[src/hw/rtl/assert_macros.svh]
// shared assertion macros
`ifndef ASSERT_MACROS_SVH
`define ASSERT_MACROS_SVH

// same-cycle implication
`define ASSERT_IMPLY(lbl, clk, rstn, ante, cons) \
    lbl: assert property (@(posedge clk) disable iff (!rstn) (ante) |-> (cons)) \
        else $error("same-cycle check failed");

// next-cycle implication
`define ASSERT_NEXT(lbl, clk, rstn, ante, cons) \
    lbl: assert property (@(posedge clk) disable iff (!rstn) (ante) |=> (cons)) \
        else $error("next-cycle check failed");

`endif

[src/hw/rtl/shcob_pkg.sv]
package shcob_pkg;

    localparam int unsigned BYTE_W     = 8;
    localparam int unsigned WORD_W     = 32;
    localparam int unsigned CNT_W      = 27;
    localparam int unsigned PROD_W     = 2 * CNT_W;
    localparam int unsigned OUT_DATA_W = ((7 * CNT_W + 7) / 8) * 8;
    localparam int unsigned PAD_W      = OUT_DATA_W - 7 * CNT_W;

    localparam int unsigned MAX_PIXELS_DEF = 32'd67108864;

    localparam logic [BYTE_W-1:0] THR_RESET = 8'd128;

    localparam logic [BYTE_W-1:0] MAGIC [4] = '{8'h54, 8'h45, 8'h43, 8'h53};

    localparam logic [1:0] MAGIC_LAST     = 2'd3;
    localparam logic [3:0] HDR_WIDTH_END  = 4'd3;
    localparam logic [3:0] HDR_HEIGHT_END = 4'd7;
    localparam logic [3:0] HDR_FRAMES_END = 4'd11;
    localparam logic [1:0] PIX_ALPHA      = 2'd3;

    typedef enum logic [1:0] {
        STAT_OK        = 2'd0,
        STAT_BAD_MAGIC = 2'd1,
        STAT_BAD_SIZE  = 2'd2,
        STAT_TRUNC     = 2'd3
    } t_status;

    typedef enum logic [2:0] {
        ST_MAGIC,
        ST_HEADER,
        ST_SIZE_MUL,
        ST_SIZE_CHK,
        ST_PIXELS,
        ST_SKIP
    } t_state;

    typedef struct packed {
        logic    clear;
        logic    magic_step;
        logic    hdr_step;
        logic    size_mul;
        logic    size_load;
        logic    pix_step;
        logic    emit;
        t_status code;
    } t_dp_cmd;

    typedef struct packed {
        logic magic_match;
        logic magic_last;
        logic hdr_frames_byte;
        logic pix_last_byte;
        logic pix_done;
        logic size_bad;
        logic out_free;
    } t_dp_stat;

endpackage

[src/hw/rtl/shcob_dp.sv]
module shcob_dp #(
    parameter int unsigned MAX_PIXELS = shcob_pkg::MAX_PIXELS_DEF
) (
    input  logic                                i_clk,
    input  logic                                i_rst_n,
    input  logic                                i_cfg_wr_en,
    input  logic [shcob_pkg::BYTE_W-1:0]        i_cfg_wr_data,
    input  logic [shcob_pkg::BYTE_W-1:0]        i_byte,
    input  shcob_pkg::t_dp_cmd                  i_cmd,
    output shcob_pkg::t_dp_stat                 o_stat,
    output logic                                o_out_valid,
    input  logic                                i_out_ready,
    output logic [shcob_pkg::OUT_DATA_W-1:0]    o_out_data,
    output logic [1:0]                          o_out_status
);

    localparam int unsigned CW = shcob_pkg::CNT_W;
    localparam int unsigned PW = shcob_pkg::PROD_W;
    localparam int unsigned WW = shcob_pkg::WORD_W;

    logic [shcob_pkg::BYTE_W-1:0] r_thr;
    logic [3:0]    r_idx, n_idx;
    logic [WW-1:0] r_word, n_word;
    logic [WW-1:0] r_width, n_width;
    logic [WW-1:0] r_height, n_height;
    logic [WW-1:0] r_frames, n_frames;
    logic [1:0]    r_pix_idx, n_pix_idx;
    logic [CW-1:0] r_col, n_col;
    logic [CW-1:0] r_row, n_row;
    logic [CW-1:0] r_left, n_left;
    logic [CW-1:0] r_min_c, n_min_c, px_min_c;
    logic [CW-1:0] r_min_r, n_min_r, px_min_r;
    logic [CW-1:0] r_end_c, n_end_c, px_end_c;
    logic [CW-1:0] r_end_r, n_end_r, px_end_r;
    logic          r_seen, n_seen, px_seen;
    logic [PW-1:0] r_wh;
    logic [PW-1:0] r_total;
    logic          r_size_bad;
    logic          r_out_valid;
    logic [shcob_pkg::OUT_DATA_W-1:0] r_out_data;
    logic [1:0]    r_out_status;

    logic [WW-1:0] shifted;
    logic          pix_take;
    logic          hit;
    logic [CW-1:0] col_inc;
    logic [CW-1:0] row_inc;

    assign shifted  = {i_byte, r_word[WW-1:8]};
    assign pix_take = i_cmd.pix_step && (r_pix_idx == shcob_pkg::PIX_ALPHA);
    assign hit      = pix_take && (i_byte >= r_thr);
    assign col_inc  = r_col + CW'(1);
    assign row_inc  = r_row + CW'(1);

    // box after the current pixel
    always_comb begin
        px_min_c = r_min_c;
        px_min_r = r_min_r;
        px_end_c = r_end_c;
        px_end_r = r_end_r;
        px_seen  = r_seen;
        if (hit) begin
            px_seen = 1'b1;
            if (!r_seen) begin
                px_min_c = r_col;
                px_min_r = r_row;
                px_end_c = col_inc;
                px_end_r = row_inc;
            end else begin
                if (r_col < r_min_c) px_min_c = r_col;
                if (r_row < r_min_r) px_min_r = r_row;
                if (r_col >= r_end_c) px_end_c = col_inc;
                if (r_row >= r_end_r) px_end_r = row_inc;
            end
        end
    end

    always_comb begin
        n_idx     = r_idx;
        n_word    = r_word;
        n_width   = r_width;
        n_height  = r_height;
        n_frames  = r_frames;
        n_pix_idx = r_pix_idx;
        n_col     = r_col;
        n_row     = r_row;
        n_left    = r_left;
        n_min_c   = px_min_c;
        n_min_r   = px_min_r;
        n_end_c   = px_end_c;
        n_end_r   = px_end_r;
        n_seen    = px_seen;
        if (i_cmd.clear) begin
            n_idx     = '0;
            n_word    = '0;
            n_width   = '0;
            n_height  = '0;
            n_frames  = '0;
            n_pix_idx = '0;
            n_col     = '0;
            n_row     = '0;
            n_left    = '0;
            n_min_c   = '0;
            n_min_r   = '0;
            n_end_c   = '0;
            n_end_r   = '0;
            n_seen    = 1'b0;
        end else begin
            if (i_cmd.magic_step) begin
                n_idx = (r_idx[1:0] == shcob_pkg::MAGIC_LAST) ? '0 : r_idx + 4'd1;
            end
            if (i_cmd.hdr_step) begin
                n_word = shifted;
                n_idx  = r_idx + 4'd1;
                if (r_idx == shcob_pkg::HDR_WIDTH_END) n_width = shifted;
                if (r_idx == shcob_pkg::HDR_HEIGHT_END) n_height = shifted;
                if (r_idx == shcob_pkg::HDR_FRAMES_END) n_frames = shifted;
            end
            if (i_cmd.size_load) begin
                n_left    = r_total[CW-1:0];
                n_pix_idx = '0;
                n_col     = '0;
                n_row     = '0;
            end
            if (i_cmd.pix_step) begin
                n_pix_idx = r_pix_idx + 2'd1;
                if (pix_take) begin
                    if ({5'd0, col_inc} >= r_width) begin
                        n_col = '0;
                        n_row = ({5'd0, row_inc} >= r_height) ? '0 : row_inc;
                    end else begin
                        n_col = col_inc;
                    end
                    if (r_left != '0) n_left = r_left - CW'(1);
                end
            end
        end
    end

    always_ff @(posedge i_clk) begin
        if (!i_rst_n) begin
            r_thr     <= shcob_pkg::THR_RESET;
            r_idx     <= '0;
            r_word    <= '0;
            r_width   <= '0;
            r_height  <= '0;
            r_frames  <= '0;
            r_pix_idx <= '0;
            r_col     <= '0;
            r_row     <= '0;
            r_left    <= '0;
            r_min_c   <= '0;
            r_min_r   <= '0;
            r_end_c   <= '0;
            r_end_r   <= '0;
            r_seen    <= 1'b0;
            r_out_valid <= 1'b0;
        end else begin
            if (i_cfg_wr_en) r_thr <= i_cfg_wr_data;
            r_idx     <= n_idx;
            r_word    <= n_word;
            r_width   <= n_width;
            r_height  <= n_height;
            r_frames  <= n_frames;
            r_pix_idx <= n_pix_idx;
            r_col     <= n_col;
            r_row     <= n_row;
            r_left    <= n_left;
            r_min_c   <= n_min_c;
            r_min_r   <= n_min_r;
            r_end_c   <= n_end_c;
            r_end_r   <= n_end_r;
            r_seen    <= n_seen;
            if (i_cmd.emit) begin
                r_out_valid <= 1'b1;
            end else if (i_out_ready) begin
                r_out_valid <= 1'b0;
            end
        end
    end

    // size check: w*h runs freely, then *frames in its own cycle
    always_ff @(posedge i_clk) begin
        r_wh <= r_width[CW-1:0] * r_height[CW-1:0];
        if (i_cmd.size_mul) begin
            r_total    <= r_wh[CW-1:0] * r_frames[CW-1:0];
            r_size_bad <= (r_width == '0) || (r_height == '0) || (r_frames == '0)
                       || (r_width > WW'(MAX_PIXELS)) || (r_height > WW'(MAX_PIXELS))
                       || (r_frames > WW'(MAX_PIXELS)) || (r_wh > PW'(MAX_PIXELS));
        end
    end

    always_ff @(posedge i_clk) begin
        if (i_cmd.emit) begin
            r_out_status <= i_cmd.code;
            if (i_cmd.code == shcob_pkg::STAT_OK) begin
                if (px_seen) begin
                    r_out_data <= {{shcob_pkg::PAD_W{1'b0}}, px_end_r, px_end_c, px_min_r,
                                   px_min_c, r_frames[CW-1:0], r_height[CW-1:0],
                                   r_width[CW-1:0]};
                end else begin
                    r_out_data <= {{shcob_pkg::PAD_W{1'b0}}, r_height[CW-1:0],
                                   r_width[CW-1:0], {CW{1'b0}}, {CW{1'b0}},
                                   r_frames[CW-1:0], r_height[CW-1:0], r_width[CW-1:0]};
                end
            end else begin
                r_out_data <= '0;
            end
        end
    end

    assign o_stat.magic_match     = (i_byte == shcob_pkg::MAGIC[r_idx[1:0]]);
    assign o_stat.magic_last      = (r_idx[1:0] == shcob_pkg::MAGIC_LAST);
    assign o_stat.hdr_frames_byte = (r_idx == shcob_pkg::HDR_FRAMES_END);
    assign o_stat.pix_last_byte   = (r_pix_idx == shcob_pkg::PIX_ALPHA);
    assign o_stat.pix_done        = (r_left == CW'(1));
    assign o_stat.size_bad        = r_size_bad || (r_total > PW'(MAX_PIXELS));
    assign o_stat.out_free        = !r_out_valid || i_out_ready;

    assign o_out_valid  = r_out_valid;
    assign o_out_data   = r_out_data;
    assign o_out_status = r_out_status;

endmodule

[src/hw/rtl/shcob_ctrl.sv]
`include "assert_macros.svh"

module shcob_ctrl (
    input  logic                  i_clk,
    input  logic                  i_rst_n,
    input  logic                  i_in_valid,
    input  logic                  i_in_last,
    output logic                  o_in_ready,
    input  shcob_pkg::t_dp_stat   i_stat,
    output shcob_pkg::t_dp_cmd    o_cmd
);

    shcob_pkg::t_state r_state, n_state;
    logic              r_eof_pend, n_eof_pend;
    logic              take;
    logic              in_size_chk;
    logic              in_size;
    logic              eof_now;

    assign in_size_chk = (r_state == shcob_pkg::ST_SIZE_CHK);
    assign in_size     = (r_state == shcob_pkg::ST_SIZE_MUL) || in_size_chk;
    assign o_in_ready  = i_stat.out_free && !in_size;
    assign take        = i_in_valid && o_in_ready;
    assign eof_now     = (take && i_in_last) || (in_size_chk && r_eof_pend);

    always_ff @(posedge i_clk) begin
        if (!i_rst_n) begin
            r_state    <= shcob_pkg::ST_MAGIC;
            r_eof_pend <= 1'b0;
        end else begin
            r_state    <= n_state;
            r_eof_pend <= n_eof_pend;
        end
    end

    always_comb begin
        n_state    = r_state;
        n_eof_pend = r_eof_pend;
        o_cmd      = '0;
        o_cmd.code = shcob_pkg::STAT_OK;
        unique case (r_state)
            shcob_pkg::ST_MAGIC: begin
                if (take) begin
                    if (!i_stat.magic_match) begin
                        o_cmd.emit = 1'b1;
                        o_cmd.code = shcob_pkg::STAT_BAD_MAGIC;
                        n_state    = shcob_pkg::ST_SKIP;
                    end else begin
                        o_cmd.magic_step = 1'b1;
                        if (i_stat.magic_last) n_state = shcob_pkg::ST_HEADER;
                    end
                    if (i_in_last) begin
                        if (i_stat.magic_match) begin
                            o_cmd.emit = 1'b1;
                            o_cmd.code = shcob_pkg::STAT_TRUNC;
                        end
                        o_cmd.clear = 1'b1;
                        n_state     = shcob_pkg::ST_MAGIC;
                    end
                end
            end
            shcob_pkg::ST_HEADER: begin
                if (take) begin
                    o_cmd.hdr_step = 1'b1;
                    if (i_stat.hdr_frames_byte) begin
                        n_eof_pend = i_in_last;
                        n_state    = shcob_pkg::ST_SIZE_MUL;
                    end else if (i_in_last) begin
                        o_cmd.emit  = 1'b1;
                        o_cmd.code  = shcob_pkg::STAT_TRUNC;
                        o_cmd.clear = 1'b1;
                        n_state     = shcob_pkg::ST_MAGIC;
                    end
                end
            end
            shcob_pkg::ST_SIZE_MUL: begin
                o_cmd.size_mul = 1'b1;
                n_state        = shcob_pkg::ST_SIZE_CHK;
            end
            shcob_pkg::ST_SIZE_CHK: begin
                if (i_stat.out_free) begin
                    if (i_stat.size_bad) begin
                        o_cmd.emit = 1'b1;
                        o_cmd.code = shcob_pkg::STAT_BAD_SIZE;
                        n_state    = shcob_pkg::ST_SKIP;
                    end else if (r_eof_pend) begin
                        o_cmd.emit = 1'b1;
                        o_cmd.code = shcob_pkg::STAT_TRUNC;
                    end else begin
                        o_cmd.size_load = 1'b1;
                        n_state         = shcob_pkg::ST_PIXELS;
                    end
                    if (r_eof_pend) begin
                        o_cmd.clear = 1'b1;
                        n_state     = shcob_pkg::ST_MAGIC;
                    end
                    n_eof_pend = 1'b0;
                end
            end
            shcob_pkg::ST_PIXELS: begin
                if (take) begin
                    o_cmd.pix_step = 1'b1;
                    if (i_stat.pix_last_byte && i_stat.pix_done) begin
                        o_cmd.emit = 1'b1;
                        o_cmd.code = shcob_pkg::STAT_OK;
                        n_state    = shcob_pkg::ST_SKIP;
                    end else if (i_in_last) begin
                        o_cmd.emit = 1'b1;
                        o_cmd.code = shcob_pkg::STAT_TRUNC;
                    end
                    if (i_in_last) begin
                        o_cmd.clear = 1'b1;
                        n_state     = shcob_pkg::ST_MAGIC;
                    end
                end
            end
            shcob_pkg::ST_SKIP: begin
                if (take && i_in_last) begin
                    o_cmd.clear = 1'b1;
                    n_state     = shcob_pkg::ST_MAGIC;
                end
            end
            default: begin
                n_state = shcob_pkg::ST_MAGIC;
            end
        endcase
    end

    `ASSERT_IMPLY(a_no_take_in_size, i_clk, i_rst_n, in_size, !o_in_ready)
    `ASSERT_IMPLY(a_emit_needs_slot, i_clk, i_rst_n, o_cmd.emit, i_stat.out_free)
    `ASSERT_NEXT(a_mul_then_chk, i_clk, i_rst_n, r_state == shcob_pkg::ST_SIZE_MUL, in_size_chk)
    `ASSERT_IMPLY(a_clear_cause, i_clk, i_rst_n, o_cmd.clear, eof_now)

endmodule

[src/hw/rtl/sprite_header_check_and_opaque_box_unit.sv]
// channel    | dir | tdata                               | tuser      | tlast
// -----------+-----+-------------------------------------+------------+------------
// s_axis     | in  | file_byte                           | -          | end_of_file
// m_axis     | out | width..box_bottom, 27b each         | status     | -
// cfg        | in  | i_cfg_wr_data = alpha_threshold     | -          | -
//
// one byte per cycle through magic, header and pixels while s_axis_tready is high
// after the frames byte s_axis_tready is low in ST_SIZE_MUL (w*h*frames multiply) and ST_SIZE_CHK (compare),
// and stays low while the output register still holds a word that m_axis does not take
// one output register; otherwise s_axis stalls only while it holds an untaken word
// synchronous active-low reset: state cleared, alpha_threshold back to 128
module sprite_header_check_and_opaque_box_unit #(
    parameter int unsigned MAX_PIXELS = shcob_pkg::MAX_PIXELS_DEF
) (
    input  logic                                i_clk,
    input  logic                                i_rst_n,
    input  logic                                i_cfg_wr_en,
    input  logic [shcob_pkg::BYTE_W-1:0]        i_cfg_wr_data,
    input  logic                                s_axis_tvalid,
    output logic                                s_axis_tready,
    input  logic [shcob_pkg::BYTE_W-1:0]        s_axis_tdata,   // file_byte
    input  logic                                s_axis_tlast,
    output logic                                m_axis_tvalid,
    input  logic                                m_axis_tready,
    // image_width, image_height, frame_count, box_left, box_top, box_right, box_bottom, pad
    output logic [shcob_pkg::OUT_DATA_W-1:0]    m_axis_tdata,
    output logic [1:0]                          m_axis_tuser    // status
);

    shcob_pkg::t_dp_cmd  cmd;
    shcob_pkg::t_dp_stat stat;

    shcob_ctrl u_ctrl (
        .i_clk      (i_clk),
        .i_rst_n    (i_rst_n),
        .i_in_valid (s_axis_tvalid),
        .i_in_last  (s_axis_tlast),
        .o_in_ready (s_axis_tready),
        .i_stat     (stat),
        .o_cmd      (cmd)
    );

    shcob_dp #(
        .MAX_PIXELS (MAX_PIXELS)
    ) u_dp (
        .i_clk         (i_clk),
        .i_rst_n       (i_rst_n),
        .i_cfg_wr_en   (i_cfg_wr_en),
        .i_cfg_wr_data (i_cfg_wr_data),
        .i_byte        (s_axis_tdata),
        .i_cmd         (cmd),
        .o_stat        (stat),
        .o_out_valid   (m_axis_tvalid),
        .i_out_ready   (m_axis_tready),
        .o_out_data    (m_axis_tdata),
        .o_out_status  (m_axis_tuser)
    );

endmodule

[config.mk]
export PLATFORM = sky130hd
export DESIGN_NAME = sprite_header_check_and_opaque_box_unit
export DESIGN_NICKNAME = d
export VERILOG_FILES = /design/src/hw/rtl/shcob_pkg.sv /design/src/hw/rtl/shcob_dp.sv /design/src/hw/rtl/shcob_ctrl.sv /design/src/hw/rtl/sprite_header_check_and_opaque_box_unit.sv
export VERILOG_INCLUDE_DIRS = /design/src /design/src/hw/rtl
export SDC_FILE = /design/constraint.sdc
export NUM_CORES = 2
export LEC_CHECK = 0
export ABC_AREA = 1
export BUFFER_PORTS_ARGS = -buffer_cell sky130_fd_sc_hd__buf_4
export CAP_MARGIN = 5
export CORE_UTILIZATION = 55
export DETAILED_ROUTE_END_ITERATION = 12
export GPL_TIMING_DRIVEN = 0
export PLACE_DENSITY = 0.74
export SKIP_LAST_GASP = 1
export SYNTH_ARGS = -nofsm -noshare
export SYNTH_HDL_FRONTEND = slang
export SYNTH_SLANG_ARGS = --single-unit
[constraint.sdc]
create_clock -name i_clk -period 14.29 [get_ports i_clk]
set_clock_uncertainty 0.2 [all_clocks]
set_input_delay 0 -clock i_clk [delete_from_list [all_inputs] [get_ports i_clk]]
set_output_delay 0 -clock i_clk [all_outputs]
set_load 0.005 [all_outputs]
# [Word level (Yosys, flattened, before mapping)]
# Index checks and enable logic that the tools add are counted.
[totals] romBits=0 word_cells=189 latchBits=0 out_inout_bits=196 input_bits=22 reg_bits=640 ram_bits=0 memories=0
[op_classes] multipliers=2 n_addsub=5 div=0 eq_ne=21 bitwise_logic=2 reduce_logical=34 shift=0 mux=88 order_cmp=13
[ops] operator="27-bit 2-to-1 mux" count=25
[ops] operator="189-bit 2-to-1 mux" count=1
[ops] operator="54-bit by 27-bit > comparator with 1-bit output, second input constant" count=2
[ops] operator="27-bit by 27-bit multiplier with 54-bit output" count=2
[ops] operator="32-bit by 27-bit > comparator with 1-bit output, second input constant" count=3
[ops] operator="32-bit logical NOT" count=3
[ops] operator="3-bit 2-to-1 mux" count=24
[ops] operator="27-bit by 32-bit >= comparator with 1-bit output" count=2
[ops] operator="27-bit by 1-bit adder with 27-bit output, second input constant" count=2
[ops] operator="27-bit >= comparator" count=2
[ops] operator="27-bit < comparator" count=2
[ops] operator="27-bit by 1-bit == test with 1-bit output, second input constant" count=1
[ops] operator="27-bit nonzero test" count=1
[ops] operator="27-bit by 1-bit subtractor with 27-bit output, second input constant" count=1
[ops] operator="1-bit 2-to-1 mux" count=24
[ops] operator="3-bit one-hot mux with 6 select lines" count=1
[ops] operator="8-bit binary-select mux with 2-bit select" count=1
[ops] operator="4-bit 2-to-1 mux" count=4
[ops] operator="8-bit 2-to-1 mux" count=2
[ops] operator="3-bit one-hot mux with 4 select lines" count=1
[ops] operator="2-bit by 1-bit != test with 1-bit output, second input constant" count=5
[ops] operator="1-bit logical OR" count=9
[ops] operator="8-bit == test" count=1
[ops] operator="8-bit >= comparator" count=1
[ops] operator="28 further kinds" count=45

# [Depth between registers and ports, before layout]
[depth] depth_word=12 ltp_mapped=30 depth_no_buf=28

# [By module]
# A second synthesis with hierarchy kept.
[hier_totals] hier_cells=10062 area_unflattened_um2=79409.9
[by_module_without_submodules] module="shcob_dp" seq_area_each_um2=14974.4 area_each_um2=78945.7 n_inst=1 cells_each=9974
[by_module_without_submodules] module="shcob_ctrl" seq_area_each_um2=80.1 area_each_um2=464.2 n_inst=1 cells_each=88

# [Least setup slack after synthesis]
# No wires, ideal clock.
[synth_path] kind="reg2reg" start="register u_dp.r_idx[1]" end="register u_dp.r_out_data (netlist bit u_dp.o_out_data[0]) (enable)" required_ns=11.694 slack_ns=5.304 path_stages_with_launch=9 path_buffers=0 synth_period_minus_slack_ns=8.986 arrival_time_ns=6.390 setup_time_ns=2.396 path_cell_list="dfxtp_1 > inv_1 > ha_1 > xor2_1 > nand3_1 > nor2_2 > nand2_1 > nand2_1 > nand4_1"
[synth_lines] item="start, declared" line="shcob_dp.sv:22" text="logic [3:0] r_idx, n_idx;"
[synth_lines] item="start signal, assigned" line="shcob_dp.sv:160" text="r_idx <= n_idx;"
[synth_lines] item="end signal, assigned" line="shcob_dp.sv:198" text="r_out_data <= {{shcob_pkg::PAD_W{1'b0}}, px_end_r, px_end_c, px_min_r,"
[synth_lines] item="end signal, assigned" line="shcob_dp.sv:202" text="r_out_data <= {{shcob_pkg::PAD_W{1'b0}}, r_height[CW-1:0],"
[synth_lines] item="end, declared" line="shcob_dp.sv:40" text="logic [shcob_pkg::OUT_DATA_W-1:0] r_out_data;"

# [Worst setup path in the final report]
[layout_path] start="register u_dp.r_frames[9]" end="register u_dp.r_total[45], data pin"
[layout_via] elab_chain_cells=1
[layout_lines] item="start, declared" line="shcob_dp.sv:26" text="logic [WW-1:0] r_frames, n_frames;"
[layout_lines] item="start signal, assigned" line="shcob_dp.sv:164" text="r_frames <= n_frames;"
[layout_lines] item="27-bit by 27-bit multiplier with 54-bit output" line="shcob_dp.sv:186" text="r_total <= r_wh[CW-1:0] * r_frames[CW-1:0];"
[layout_lines] item="end signal, assigned" line="shcob_dp.sv:186"
[layout_lines] item="end, declared" line="shcob_dp.sv:37" text="logic [PW-1:0] r_total;"
# Every way passes these cells.
# A chain may end at the register's enable or synchronous reset.

==> impl_metrics.tcl <==
set metrics [dict create \
    hp-class "in2reg" \
    slew_viol_final 0 \
    syn_to_final_growth_pct 8.85 \
    dpl_cell_area_um2 83700 \
    drive_gt1_share_pct 4.15 \
    start_kind "flop" \
    post-cts-setup-buffer-count 0 \
    clock_path_buffers 3 \
    initial_core_util_pct 55.4 \
    grt_remaining_overflow 0 \
    row_count 139 \
    vdd_drop_max_v 0.0000995 \
    outcome "finished clean" \
    clk_latency_ps 700 \
    clk_pin_slew_ps 60 \
    core_area_um2 143000 \
    fp.dieH_um 382 \
    holdBufCountCts 36 \
    io-pin-count 218 \
    worstReg2RegEnd "u_dp.r_total[45]" \
    drt_iter0_markers 7256 \
    grtUsageTotal_pct 38.5 \
    max_cap_violations 0 \
    worst_ep_arrival_time_ps 9100 \
    max_slew_margin_pct 10.8 \
    crit_fanout 10 \
    dp_hpwl_um 230000 \
    port_buffers 214 \
    layout_setup_ws_ps 5490 \
    vias 69200 \
    cp-endpoint "u_dp.r_total[45]" \
    async_flop_share_pct 0 \
    routabilityCongestion 1.04 \
    netlist_area_um2 79500 \
    worstReg2RegStart "u_dp.r_frames[9]" \
    viasPerCell 5.53 \
    dp_slack_ps 5910 \
    synth.most_common_cell "inv_1" \
    cts-buffers-inserted 73 \
    clkPwrFrac_pct 44.7 \
    grt_pass1_wl_um 420000 \
    antenna_left 0 \
    htree_levels 3 \
    first_pass_iters 9 \
    switchingPower_mw 1.08 \
    seqPwrFrac_pct 46.8 \
    min_period_over_period_pct 61.6 \
    routedWlPerCell_um 22.1 \
    min_period_ps 8800 \
    fp.dieArea_um2 146000 \
    synthCells 10200 \
    synth_ff_type "dfxtp_1" \
    critPathKind "reg2reg" \
    yosysSeqAreaShare_pct 18.9 \
    grt_pass1_vias 70700 \
    synth_top_area_share_pct 31.4 \
    swShare_pct 25.2 \
    crit_start "u_dp.r_frames[9]" \
    grt_max_degree 21 \
    intPower_mw 3.21 \
    drc_errors 0 \
    finalWirelength_um 277000 \
    tns_ps 0 \
    end_kind "flop" \
    cts.repair.resized 0 \
    worst_slew_pin_slew_ps 1330 \
    grt_setup_unrepaired "false" \
    ys_warn_count 0 \
    rrSetupSlack_ps 5490 \
    synth_edf_count 246 \
    critPathRequiredTime_ps 14600 \
    p_leak_nw 46.7 \
    die_w_um 382 \
    synth_largest_area_cell "fa_1" \
    p_per_area_nw_per_um2 49.6 \
    finalSetupViolCount 0 \
    antenna_found_initial 14 \
    netlist_top_cells_count "2640 x inv_1, 2519 x nand2_1, 1248 x fa_1" \
    yosysUniqueCellTypes 47 \
    syn_avg_cell_area_um2 7.79 \
    fin_area_um2 86500 \
    r2r_cells 27 \
    ys_top_cells_by_area "fa_1 31%, inv_1 12%, nand2_1 12%, dfxtp_1 9.6%, edfxtp_1 9.3%" \
    fmax_mhz 114 \
    cts_tree "done" \
    combinationalPowerShare_pct 8.5 \
    cts_root_buffer "clkbuf_16" \
    nets 12400 \
    yosys_register_bits 629 \
    cts_sinks 629 \
    hold_viol_final 0 \
]
## power by group through the flow
stage | clock [mW] | sequential, mW | combinational (mW)
6_report | 1.92 | 2.01 | 0.365
5_1_grt | 2.00 | 2.01 | 0.390
4_1_cts | 1.93 | 2.01 | 0.364
3_5_place_dp | 0 | 2.04 | 0.353
3_3_place_gp | 0 | 2.10 | 0.319
2_1_floorplan | 0 | 2.08 | 0.115
## layout make-up
class / instances / area, µm²
Fill cell: 13100 / 57000
Multi-Input combinational cell: 6451 / 52600
Sequential cell: 629 / 15100
Inverter: 2646 / 9930
Tap cell: 1903 / 2380
Timing Repair Buffer: 268 / 2230
Clock buffer: 99 / 2040
Buffer: 476 / 1910
Clock inverter: 37 / 357
Antenna cell: 5 / 12.5
## critical path, cell delays in order, from the launching register on
cell and delay [ps]:
dfxtp_1 370, clkbuf_1 790, buf_1 820, nand2_1 190
fa_1 580, inv_1 50, fa_1 490, inv_1 50
fa_1 470, inv_1 50, fa_1 490, fa_1 560
fa_1 500, inv_1 50, fa_1 480, inv_1 40
ha_1 380, nand2_1 110, nor2_1 150, inv_1 150
nor2_1 140, inv_1 50, o21ai_0 810, nand2_1 110
nand2_1 160, nand2_1 70, nand2_1 70, xor2_1 190
## metal layers
metal  track usage [%]  up-vias  share of wire, %  wire length (µm)
met5                 0        -             0.030                83
met4              19.1       12               5.9             16300
met3              9.19      794                12             32200
met2              59.4     3796                44            121000
met1              50.9    33800                39            108000
li1                  -    30900                 -                 -
## through the flow
stage                     util, %  total power, mW  cells  hold WS (ps)
final                        60.3             4.29  12500          74.9
after global routing         60.3             4.40  12500          72.1
after CTS                    60.3             4.30  12500          12.3
after detailed placement     58.4             2.40  12300          31.3
after global placement       58.2             2.41  12300          21.0
after floorplan                 -             2.19  10200         -99.6
## layout by cell type (no fill, tap or decap), drive strengths merged, types with 36 or more instances in the layout
| cell | Yosys | routed |
|---|---|---|
| a21oi | 390 | 390 |
| a211oi | 54 | 54 |
| ha | 562 | 562 |
| nor2 | 582 | 582 |
| nand4 | 88 | 88 |
| dlygate4sd3 | 0 | 36 |
| clkbuf | 273 | 372 |
| xor2 | 103 | 103 |
| edfxtp | 246 | 246 |
| nand2 | 2523 | 2523 |
| fa | 1248 | 1248 |
| buf | 203 | 435 |
| nor3 | 76 | 76 |
| o21ai | 133 | 133 |
| dfxtp | 383 | 383 |
| inv | 2645 | 2650 |
| xnor2 | 38 | 38 |
| nand3 | 449 | 449 |
## logic make-up after synthesis
logic type               synth area share, %
AND/OR/NAND/NOR                         19.5
buffers and inverters                   14.9
adder cells (fa/ha/maj)                 40.3
AO/OA/AOI/OAI                           4.85
flip-flops                              18.9
XOR/XNOR                                1.55
other                                0.00472
## how the worst min path moves through the flow
stage          slack (ps)                to            start  cells after the start
2_1_floorplan        -100     u_dp.r_thr[7]      i_cfg_wr_en                      1
3_3_place_gp           20     u_dp.r_thr[7]      i_cfg_wr_en                      2
3_5_place_dp           30     u_dp.r_thr[7]      i_cfg_wr_en                      2
4_1_cts                10     u_dp.r_thr[2]      i_cfg_wr_en                      5
5_1_grt                70  u_dp.r_width[26]  s_axis_tdata[2]                      4
6_report               70     u_dp.r_thr[3]      i_cfg_wr_en                      5
## registers in the layout (all words and copies together) (netlist names), 2 cells and up
signal / count
u_dp.r_idx: 4
u_dp.r_end_r: 27
u_dp.r_min_r: 27
u_dp.o_out_status: 2
u_dp.r_height: 32
u_dp.o_out_data: 189
u_dp.r_col: 27
u_ctrl.r_state: 3
u_dp.r_pix_idx: 2
u_dp.r_width: 32
u_dp.r_frames: 32
u_dp.r_thr: 8
u_dp.r_left: 27
u_dp.r_total: 54
u_dp.r_min_c: 27
u_dp.r_row: 27
u_dp.r_end_c: 27
u_dp.r_wh: 54
u_dp.r_word: 24
No activity file was read; power rests on OpenSTA's default activity.
